## src/rtl/pcf_pkg.sv

```systemverilog
// Shared widths, codes and record types of the per-key chatter filter.
package pcf_pkg;

  localparam int TABLE_ENTRIES_DEF = 32;

  localparam int CMD_W  = 1;
  localparam int IDX_IN_W = 5;
  localparam int KEY_W  = 8;
  localparam int HOLD_W = 16;
  localparam int TIME_W = 48;
  localparam int CFG_W  = 6;

  // Widest index a table of up to 256 entries needs, plus one bit of headroom.
  localparam int IDX_EXT_W = 9;

  // hold_off_ms times 1000 fits in 26 bits.
  localparam int NEED_W = 26;
  localparam logic [NEED_W-1:0] US_PER_MS = NEED_W'(1000);

  localparam logic [CMD_W-1:0] CMD_LOAD  = 1'b0;
  localparam logic [CMD_W-1:0] CMD_PRESS = 1'b1;

  // One entry of the record memory: hold-off delay and time of the last press.
  typedef struct packed {
    logic [HOLD_W-1:0] hold;
    logic [TIME_W-1:0] stamp;
  } pcf_record_t;

  localparam int REC_W = $bits(pcf_record_t);

  // Status handed back from the hold-off check unit.
  typedef struct packed {
    logic done;
    logic pass;
  } pcf_verdict_t;

endpackage

```

## src/rtl/pcf_ram.sv

```systemverilog
// Generic simple dual-port RAM with one write port and a registered read port.
module pcf_ram #(
  parameter int WIDTH = 8,
  parameter int DEPTH = 32
) (
  input  logic                                      clk,
  input  logic                                      we,
  input  logic [((DEPTH > 1) ? $clog2(DEPTH) : 1)-1:0] waddr,
  input  logic [WIDTH-1:0]                          wdata,
  input  logic [((DEPTH > 1) ? $clog2(DEPTH) : 1)-1:0] raddr,
  output logic [WIDTH-1:0]                          rdata
);

  logic [WIDTH-1:0] mem [DEPTH];

  always_ff @(posedge clk) begin
    if (we) begin
      mem[waddr] <= wdata;
    end
    rdata <= mem[raddr];
  end

endmodule

```

## src/rtl/pcf_hold_check.sv

```systemverilog
// Two-stage hold-off check: elapsed time and required interval, then the compare.
module pcf_hold_check import pcf_pkg::*; (
  input  logic              clk,
  input  logic              rst,
  input  logic              start,
  input  logic [TIME_W-1:0] now,
  input  pcf_record_t       rec,
  output pcf_verdict_t      verdict
);

  logic              s1_valid;
  logic [TIME_W-1:0] elapsed;
  logic [NEED_W-1:0] need;

  // Stage one: modular time difference and the delay scaled to microseconds.
  always_ff @(posedge clk) begin
    elapsed <= now - rec.stamp;
    need    <= {{(NEED_W-HOLD_W){1'b0}}, rec.hold} * US_PER_MS;
    if (rst) begin
      s1_valid <= 1'b0;
    end else begin
      s1_valid <= start;
    end
  end

  // Stage two: an event passes once the hold-off interval has gone by.
  always_ff @(posedge clk) begin
    verdict.pass <= (elapsed >= TIME_W'(need));
    if (rst) begin
      verdict.done <= 1'b0;
    end else begin
      verdict.done <= s1_valid;
    end
  end

endmodule

```

## src/rtl/per_key_chatter_filter_top.sv

```systemverilog
// Top level of the per-key chatter filter: control sequencer, table memories and result register.
//
// The filter keeps a table of watched keys in two synchronous memories: one holds the
// key codes, the other holds each entry's hold-off delay in milliseconds together with
// the microsecond time of its last press. A load item (command 0) writes one entry,
// stamps it with the item's time and returns a transfer with pass_event and key_matched
// both low. A key event (command 1) scans the code memory one entry per cycle from
// entry 0 up to entries_in_use (saturated to TABLE_ENTRIES), so its cost is set by the
// position of the first matching entry, or by the saturated entries_in_use on a miss.
// A result that finds the output register still full waits for it, and is held back
// for as long as the consumer stalls.
// On a match the record is read, the new time is written back at once, and the event
// passes only if at least hold_off_ms * 1000 microseconds have elapsed, counted modulo
// 2^48; an unmatched key always passes. One item is in work at a time, and the result
// register lets the next item be accepted while an earlier result still waits to be
// taken. The tables have no reset; searching an entry that was never loaded gives an
// undefined answer. entries_in_use should be written only while the block is idle.
module per_key_chatter_filter_top import pcf_pkg::*; #(
  parameter int TABLE_ENTRIES = TABLE_ENTRIES_DEF
) (
  input  logic                clk,
  input  logic                rst,
  input  logic                cfg_wr_en,
  input  logic [CFG_W-1:0]    cfg_wr_data,
  input  logic                in_valid,
  output logic                in_ready,
  input  logic [CMD_W-1:0]    command,
  input  logic [IDX_IN_W-1:0] entry_index,
  input  logic [KEY_W-1:0]    key_code,
  input  logic [HOLD_W-1:0]   hold_off_ms,
  input  logic [TIME_W-1:0]   time_us,
  output logic                out_valid,
  input  logic                out_ready,
  output logic                pass_event,
  output logic                key_matched
);

  localparam int IDX_W = (TABLE_ENTRIES > 1) ? $clog2(TABLE_ENTRIES) : 1;
  localparam int CNT_W = $clog2(TABLE_ENTRIES + 1);

  typedef enum logic [2:0] {
    S_IDLE,
    S_SCAN,
    S_REC_RD,
    S_CHECK,
    S_EMIT
  } state_t;

  state_t            state;
  logic [CFG_W-1:0]  entries_in_use;
  logic [KEY_W-1:0]  item_key;
  logic [TIME_W-1:0] item_time;
  logic [CNT_W-1:0]  limit;
  logic [CNT_W-1:0]  scan_cnt;
  logic              chk_valid;
  logic [IDX_W-1:0]  chk_idx;
  logic              res_pass;
  logic              res_match;

  logic                 accept;
  logic                 load_ok;
  logic [IDX_EXT_W-1:0] idx_ext;
  logic [IDX_W-1:0]     load_addr;
  logic                 hit;
  logic                 scan_end;
  logic                 out_free;

  logic              codes_we;
  logic [KEY_W-1:0]  codes_rdata;
  logic              rec_we;
  logic [IDX_W-1:0]  rec_waddr;
  pcf_record_t       rec_wdata;
  pcf_record_t       rec_rdata;
  pcf_verdict_t      verdict;

  // The block takes a new item only between items; everything after acceptance works
  // from the registered copy of the key and the time.
  assign in_ready = (state == S_IDLE);
  assign accept   = in_valid && in_ready;
  assign out_free = !out_valid || out_ready;

  // Loads beyond the table size are dropped but still produce their result.
  assign idx_ext   = {{(IDX_EXT_W-IDX_IN_W){1'b0}}, entry_index};
  assign load_addr = idx_ext[IDX_W-1:0];
  assign load_ok   = accept && (command == CMD_LOAD)
                     && (32'(entry_index) < 32'(TABLE_ENTRIES));

  // The code memory returns the entry addressed in the previous cycle, so the compare
  // runs one entry behind the read address.
  assign hit      = chk_valid && (codes_rdata == item_key);
  assign scan_end = (scan_cnt == limit);

  assign codes_we = load_ok;

  // The record memory is written by a load, or by the time write-back of a matched
  // event in the cycle its old record arrives. Only one item is in work, so the
  // write-back never races a read of the same entry.
  always_comb begin
    rec_we    = load_ok || (state == S_REC_RD);
    rec_waddr = load_addr;
    rec_wdata = '{hold: hold_off_ms, stamp: time_us};
    if (state == S_REC_RD) begin
      rec_waddr = chk_idx;
      rec_wdata = '{hold: rec_rdata.hold, stamp: item_time};
    end
  end

  pcf_ram #(
    .WIDTH (KEY_W),
    .DEPTH (TABLE_ENTRIES)
  ) u_codes_ram (
    .clk   (clk),
    .we    (codes_we),
    .waddr (load_addr),
    .wdata (key_code),
    .raddr (scan_cnt[IDX_W-1:0]),
    .rdata (codes_rdata)
  );

  pcf_ram #(
    .WIDTH (REC_W),
    .DEPTH (TABLE_ENTRIES)
  ) u_rec_ram (
    .clk   (clk),
    .we    (rec_we),
    .waddr (rec_waddr),
    .wdata (rec_wdata),
    .raddr (chk_idx),
    .rdata (rec_rdata)
  );

  pcf_hold_check u_hold_check (
    .clk     (clk),
    .rst     (rst),
    .start   (state == S_REC_RD),
    .now     (item_time),
    .rec     (rec_rdata),
    .verdict (verdict)
  );

  always_ff @(posedge clk) begin
    if (rst) begin
      state          <= S_IDLE;
      entries_in_use <= '0;
      limit          <= '0;
      scan_cnt       <= '0;
      chk_valid      <= 1'b0;
      out_valid      <= 1'b0;
    end else begin
      if (cfg_wr_en) begin
        entries_in_use <= cfg_wr_data;
      end
      // A new result fills the output register; otherwise a taken result empties it.
      if ((state == S_EMIT) && out_free) begin
        out_valid <= 1'b1;
      end else if (out_ready) begin
        out_valid <= 1'b0;
      end

      unique case (state)
        S_IDLE: begin
          if (accept) begin
            item_key  <= key_code;
            item_time <= time_us;
            limit     <= (32'(entries_in_use) > 32'(TABLE_ENTRIES))
                         ? CNT_W'(TABLE_ENTRIES) : CNT_W'(entries_in_use);
            scan_cnt  <= '0;
            chk_valid <= 1'b0;
            if (command == CMD_LOAD) begin
              res_pass  <= 1'b0;
              res_match <= 1'b0;
              state     <= S_EMIT;
            end else begin
              state <= S_SCAN;
            end
          end
        end

        S_SCAN: begin
          if (hit) begin
            // chk_idx now holds the first matching entry and addresses the record read.
            state <= S_REC_RD;
          end else if (scan_end) begin
            res_pass  <= 1'b1;
            res_match <= 1'b0;
            chk_valid <= 1'b0;
            state     <= S_EMIT;
          end else begin
            chk_valid <= 1'b1;
            chk_idx   <= scan_cnt[IDX_W-1:0];
            scan_cnt  <= scan_cnt + CNT_W'(1);
          end
        end

        S_REC_RD: begin
          state <= S_CHECK;
        end

        S_CHECK: begin
          if (verdict.done) begin
            res_pass  <= verdict.pass;
            res_match <= 1'b1;
            state     <= S_EMIT;
          end
        end

        S_EMIT: begin
          if (out_free) begin
            pass_event  <= res_pass;
            key_matched <= res_match;
            state       <= S_IDLE;
          end
        end

        default: begin
          state <= S_IDLE;
        end
      endcase
    end
  end

  // An entry under compare always lies inside the searched part of the table.
  a_chk_in_range: assert property (@(posedge clk) disable iff (rst)
    chk_valid |-> (32'(chk_idx) < 32'(limit)))
    else $error("entry under compare lies beyond the searched range");

  // The check unit only reports while the sequencer waits for it.
  a_verdict_in_check: assert property (@(posedge clk) disable iff (rst)
    verdict.done |-> (state == S_CHECK))
    else $error("hold-off verdict arrived outside the check state");

  // A result leaving the sequencer lands in the output register and frees the input.
  a_emit_lands: assert property (@(posedge clk) disable iff (rst)
    (state == S_EMIT) && out_free |=> out_valid && (state == S_IDLE))
    else $error("result was not registered at the output");

  // A time write-back only ever follows a hit on the same entry.
  a_writeback_after_hit: assert property (@(posedge clk) disable iff (rst)
    (state == S_REC_RD) |-> $past(hit) && $stable(chk_idx))
    else $error("record write-back without a preceding match");

endmodule

```

## config.mk

```make
export PLATFORM = sky130hd
export DESIGN_NAME = per_key_chatter_filter_top
export DESIGN_NICKNAME = d
export VERILOG_FILES = /design/src/rtl/pcf_pkg.sv /design/src/rtl/pcf_ram.sv /design/src/rtl/pcf_hold_check.sv /design/src/rtl/per_key_chatter_filter_top.sv
export SDC_FILE = /design/constraint.sdc
export NUM_CORES = 2
export LEC_CHECK = 0
export BUFFER_PORTS_ARGS = -buffer_cell sky130_fd_sc_hd__buf_2
export CAP_MARGIN = 10
export CORE_UTILIZATION = 57
export DETAILED_ROUTE_END_ITERATION = 7
export PLACE_DENSITY = 0.81
export SYNTH_ARGS = -nofsm -noshare
export SYNTH_HDL_FRONTEND = slang
export SYNTH_SLANG_ARGS = --single-unit
```

## constraint.sdc

```tcl
create_clock -name clk -period 4.7 [get_ports clk]
set_input_delay 0 -clock clk [delete_from_list [all_inputs] [get_ports clk]]
set_output_delay 0 -clock clk [all_outputs]
set_load 0.02 [all_outputs]
```

== Word-level counts from Yosys, hierarchy flattened ==
Memories as Yosys holds them, arrays and structs flattened. A register that Yosys moved wholly into a read port is not among the register bits.
Cells that the tools add are included.
Storage, ports and cells
  memories: 2
  logic and storage cells: 96
  input port bits: 89
  register bits after elaboration: 162
  RAM bits: 2304
  output and inout port bits: 4
Memory list
  u_rec_ram.mem: depth 32, width 64, rd ports 1, clocked after Yosys merged registers in 1, write ports 1, line pcf_ram.sv:14  | logic [WIDTH-1:0] mem [DEPTH];
  u_codes_ram.mem: depth 32, width 8, rd ports 1, clocked after Yosys merged registers in 1, write ports 1, line pcf_ram.sv:14
Cells by class
  $add $sub $neg: 2
  reduce and logical (&&, ||, !) cells: 19
  multipliers: 1
  $lt $le $gt $ge: 2
  muxes and demuxes: 34
  eq/ne operators: 14
  bitwise operators: 4
Operators with widths (count)
  $mux 64: 1
  $ge 48x26->1: 1
  $sub 48x48->48: 1
  $mux 6: 4
  $mul 16x7->23 const B: 1
  $mux 3: 6
  $mux 1: 17
  $pmux 3 s5: 1
  $pmux 6 s2: 1
  $reduce_and 4->1: 3
  $ne 2x2->1 const B: 5
  $reduce_and 3->1: 3
  $eq 8x8->1: 1
  $reduce_and 7->1: 1
  $add 6x1->6 const B: 1
  $eq 3x2->1 const B: 2
  $eq 6x6->1: 1
  $gt 6x6->1 const B: 1
  $pmux 1 s3: 2
  $mux 5: 1
  $logic_and 1x1->1: 4
  $ne 2x1->1 const B: 2
  $not 1->1: 4
  $reduce_bool 2->1: 2
  other kinds (9): 10

== Longest topological paths before layout ==
  depth in word-level cells: 6
  mapped depth: 18
  mapped depth without buffers: 18

== Cells and area by module ==
A second synthesis with hierarchy kept.
Unflattened totals
  cell total of the unflattened synthesis: 4680
  area, all modules: 100631.5 sq um
By module, submodules not included
  pcf_ram at u_rec_ram: sequential area each 62780.2 sq um, area each 78964.5 sq um, instances 1, cells each 3097
  pcf_ram at u_codes_ram: sequential area each 7847.5 sq um, area each 10053.4 sq um, instances 1, cells each 417
  pcf_hold_check: sequential area each 1481.4 sq um, area each 7532.2 sq um, instances 1, cells each 873
  per_key_chatter_filter_top: sequential area each 2412.3 sq um, area each 4081.4 sq um, instances 1, cells each 293

== Worst setup path before layout ==
No wires, ideal clock.
  kind: reg-to-reg
  start point: reg state[1]
  end point: mem u_rec_ram.mem[4][0] (netlist bit) (enable)
  cell stages (with the launch flop): 9
  required time: 4.214 ns
  path buffers: 2
  period minus slack after synthesis: 5.256 ns
  arrival: 4.770 ns
  slack: -0.556 ns
  library setup time: 0.486 ns
  path through: dfxtp_1 > clkbuf_1 > nor3_1 > nand2_1 > nor3_1 > nand2b_1 > clkbuf_1 > o31a_1 > nor2_1
On the way
  cells in the longest elaborated chain, start to end: 6
  elaborated cells on any way between the ends: 8
  those cells by class: 1 x eq/ne; 3 x mux; 4 x reduce/logical
RTL lines
  start, declared: line per_key_chatter_filter_top.sv:49  | state_t state;
  start signal, assigned: line per_key_chatter_filter_top.sv:143  | state <= S_IDLE;
  start signal, assigned: line per_key_chatter_filter_top.sv:172  | state <= S_EMIT;
  start signal, assigned: line per_key_chatter_filter_top.sv:174  | state <= S_SCAN;
  $logic_not 3->1: line per_key_chatter_filter_top.sv:78  | assign in_ready = (state == S_IDLE);
  via in_ready: line per_key_chatter_filter_top.sv:26  | output logic in_ready,
  $logic_and 1x1->1: line per_key_chatter_filter_top.sv:79  | assign accept = in_valid && in_ready;
  $logic_and 1x1->1: line per_key_chatter_filter_top.sv:85  | assign load_ok = accept && (command == CMD_LOAD)
  $logic_or 1x1->1: line per_key_chatter_filter_top.sv:99  | rec_we = load_ok || (state == S_REC_RD);
  $mux 1: line pcf_ram.sv:17  | if (we) begin
  $mux 1 (not written as such): line pcf_ram.sv:18  | mem[waddr] <= wdata;
  end, declared: line pcf_ram.sv:14
The timed path passes the listed nets, and every way through them passes these cells.

== Final worst setup path ==
  start point: reg u_rec_ram.rdata[52], read port of u_rec_ram.mem
  end point: reg u_hold_check.need[24]
On the way
  cells in the longest elaborated chain, start to end: 1
RTL lines
  start, declared: line pcf_ram.sv:11  | output logic [WIDTH-1:0] rdata
  $mul 16x7->23: line pcf_hold_check.sv:18  | need <= {{(NEED_W-HOLD_W){1'b0}}, rec.hold} * US_PER_MS;
  end signal, assigned: line pcf_hold_check.sv:18
  end, declared: line pcf_hold_check.sv:13  | logic [NEED_W-1:0] need;
Every way passes these cells.
A chain may end at the register's enable or synchronous reset.

==> impl_metrics.py <==
metrics = {
    "setup_path": {
        "start_kind": "register",
        "cp.required_ps": 5470,
        "slowest_delay_ps": 510,
        "path_max_fanout": 4,
        "rrSetupSlack_ps": 170,
        "cp_slowest_cell": "fa_1",
        "cp_common_cell": "fa_1",
        "end_kind": "register",
        "ff2ff_path_depth": 17,
        "worstPathArrival_ps": 5300,
        "crit_type": "register to register",
        "crit_path_cell_trace": "inv_2, buf_4, fa_1, fa_1, fa_1, fa_1, inv_1, ha_1, a21oi_2, o21bai_1, a21o_1, a31o_2, a22o_1, o41ai_2, o21bai_1, a21oi_1, xnor2_1",
    },
    "timing": {
        "hold_viol": 0,
        "timing.hold.ws_ps": 32.3,
        "tightest_slew_ps": 1260,
        "period_needed_ps": 4530,
        "finalSetupTns_ps": 0,
        "fin_crit_sh": 0.964,
        "max_freq_ghz": 0.221,
        "finalSetupViolCount": 0,
        "rsz0062_at_grt": "yes",
        "slew_headroom": 0.159,
        "drv_slew": 0,
        "skew_ps": 105,
    },
    "floorplanning": {
        "die-area_um2": 178000,
        "fp.dieH_um": 421,
        "start_util": 0.576,
        "num_rows": 153,
        "dieWidth_um": 421,
        "coreArea_um2": 174000,
        "ios": 93,
    },
    "final_layout": {
        "drive_gt1_frac": 0.279,
        "final_cell_mix": "edfxtp_1 (2369), mux4_2 (720), clkbuf_16 (235)",
        "final_cell_count_no_fill": 7674,
        "ff_latch_area_um2": 74500,
        "syn_to_final_growth_pct": 14.4,
        "multi_input_area_um2": 24600,
        "antenna_cells": 0,
        "mostFrequentLayoutCell": "edfxtp_1",
        "fill_cells": 10500,
        "fin_nets": 5408,
    },
    "synthesis": {
        "ys_seq_elements": 2538,
        "synthFlopType": "edfxtp_1",
        "synth_top_area_cell": "edfxtp_1",
        "yosysSeqAreaShare": 0.743,
        "synth_cells": 4721,
        "syn_area_um2": 100000,
        "syn_nets": 4989,
        "yosys_warnings": 0,
        "synth-async-reset-ratio": 0,
        "netlist_top_cells_area": "edfxtp_1 (71%), mux4_2 (16%), dfxtp_1 (3.4%), ha_1 (1.6%), fa_1 (1.1%)",
        "synth_top_cell_area_share": 0.709,
        "yosysUniqueCellTypes": 67,
        "syn_area_per_cell_um2": 21.2,
        "synth_edf_count": 2369,
    },
    "hold_path": {
        "holdPathStages": 2,
        "hold_path_class": "input pin to register",
    },
    "clock_network": {
        "clk_pin_slew_ps": 60,
        "cts_buffers": 232,
        "clock_latency_ps": 900,
        "cts-root-buf": "clkbuf_16",
        "cts_tree": "done",
        "cts_max_level": 4,
        "clock-sinks": 2538,
        "clockBufferDepth": 3,
    },
    "route": {
        "route.detailed.drc": 0,
        "vias": 51800,
        "drtIter0Drc": 7443,
        "vias_per_cell": 6.75,
        "wl_per_cell_um": 33.7,
        "finalWirelength_mm": 259,
        "ant_nets": 0,
        "first_pass_iters": 6,
    },
    "flow_run": {
        "cap_violations": 0,
    },
    "placed_design": {
        "dp.cells": 7073,
        "gp_congestion": 0.886,
        "port_buffers": 92,
        "detailed_place_hpwl_mm": 128,
    },
    "power_and_ir_drop": {
        "leakagePower_nw": 37.7,
        "p_per_area_nw_per_um2": 428,
        "max-vdd-ir-drop_mv": 0.409,
    },
    "grt": {
        "grt_pass1_wl_mm": 371,
        "grt.overflow.total": 0,
        "grt_pass1_vias": 52800,
        "track_usage": 0.293,
        "grt_max_degree": 114,
        "antenna_found_initial": 0,
    },
    "run_status": {
        "outcome": "finished, final reports clean",
    },
}
worst max-delay path: cells and delay by family (launching register included):
family          cells  cell delay [ps]
compound gates      8             1490
xor+xnor            1              160
fa+ha+maj           5             2170
buf+inv             3              270
flops               1              360
power breakdown:
| part | switching (W) | internal (W) | total, W | leakage (nW) |
|---|---|---|---|---|
| Sequential | 0.000176 | 0.0251 | 0.0253 | 22.7 |
| Combinational | 0.00228 | 0.00172 | 0.00400 | 11.0 |
| Clock | 0.00862 | 0.0112 | 0.0198 | 3.97 |
| Total | 0.0111 | 0.0380 | 0.0491 | 37.7 |
cell usage after synthesis, types with 7 or more instances:
master,n
o21a_1,17
inv_1,167
nor2b_1,8
nand3_1,19
ha_1,125
o21ai_0,51
a31oi_1,10
a21oi_1,81
dfxtp_1,169
nor4_1,8
mux2i_1,8
nor3_1,22
xnor2_1,55
or2_2,7
clkbuf_1,148
nand4_1,15
and3_1,8
mux2_2,72
or3_1,8
a21o_1,43
buf_2,32
nand2b_1,11
xor2_1,22
fa_1,54
edfxtp_1,2369
mux4_2,720
nand2_1,218
nor2_1,138
a211oi_1,9
nor3b_1,7
buf_1,28
o21bai_1,11
path summary, 6_finish.rpt:
kind                      endpoint                 from
min                   item_time[1]           time_us[1]
max          u_hold_check.need[24]  u_rec_ram.rdata[52]
min reg2reg            key_matched            res_match
max reg2reg  u_hold_check.need[24]  u_rec_ram.rdata[52]
per-stage QoR:
step	setup WS [ps]	util	instance area (um2)	total power, W
after floorplan	-556	-	100000	0.0284
after global placement	57.8	0.602	105000	0.0293
after detailed placement	5.46	0.602	105000	0.0295
after CTS	39.5	0.658	115000	0.0492
after global routing	-39.3	0.659	115000	0.0505
final	171	0.659	115000	0.0491
timing repair:
action / CTS / global route
endpoints found under the hold margin: 1086 / 0
gates resized for setup: 2 / 15
setup endpoints to repair: 1 / 4
setup buffers: 0 / 1
hold buffers: 157 / 0
pin swaps: 0 / 8
layer usage:
layer | routed length (um) | vias up | track usage
met5 | 0 | - | 0
met4 | 12300 | 0 | 0.125
met3 | 27500 | 754 | 0.0582
met2 | 128000 | 3930 | 0.479
met1 | 91000 | 26900 | 0.388
li1 | - | 20200 | -
registers in the layout, summed over array words and instances, names as in the netlist, 8 cells and up:
| signal | cells |
|---|---|
| item_key | 8 |
| item_time | 48 |
| u_codes_ram.mem | 256 |
| u_codes_ram.rdata | 8 |
| u_hold_check.elapsed | 48 |
| u_hold_check.need | 23 |
| u_rec_ram.mem | 2048 |
| u_rec_ram.rdata | 64 |
logic make-up (layout without fill, tap and decap cells):
logic type / count (synthesis) / after routing / share of synthesized area
xor+xnor: 77 / 77 / 0.00673
mux: 800 / 800 / 0.171
simple gates: 481 / 481 / 0.0209
fa+ha+maj: 179 / 179 / 0.0264
buf+inv: 379 / 1007 / 0.0147
compound gates: 267 / 267 / 0.0175
flops: 2538 / 2538 / 0.743
layout make-up:
class,count,area share
sequential,2538,0.650
multi-input combinational,1804,0.214
clock buffer,305,0.0563
timing repair buffer,397,0.0338
tap,2325,0.0254
clock inverter,138,0.0150
inverter,167,0.00546
Note: power is estimated with default switching activity, not from simulation.
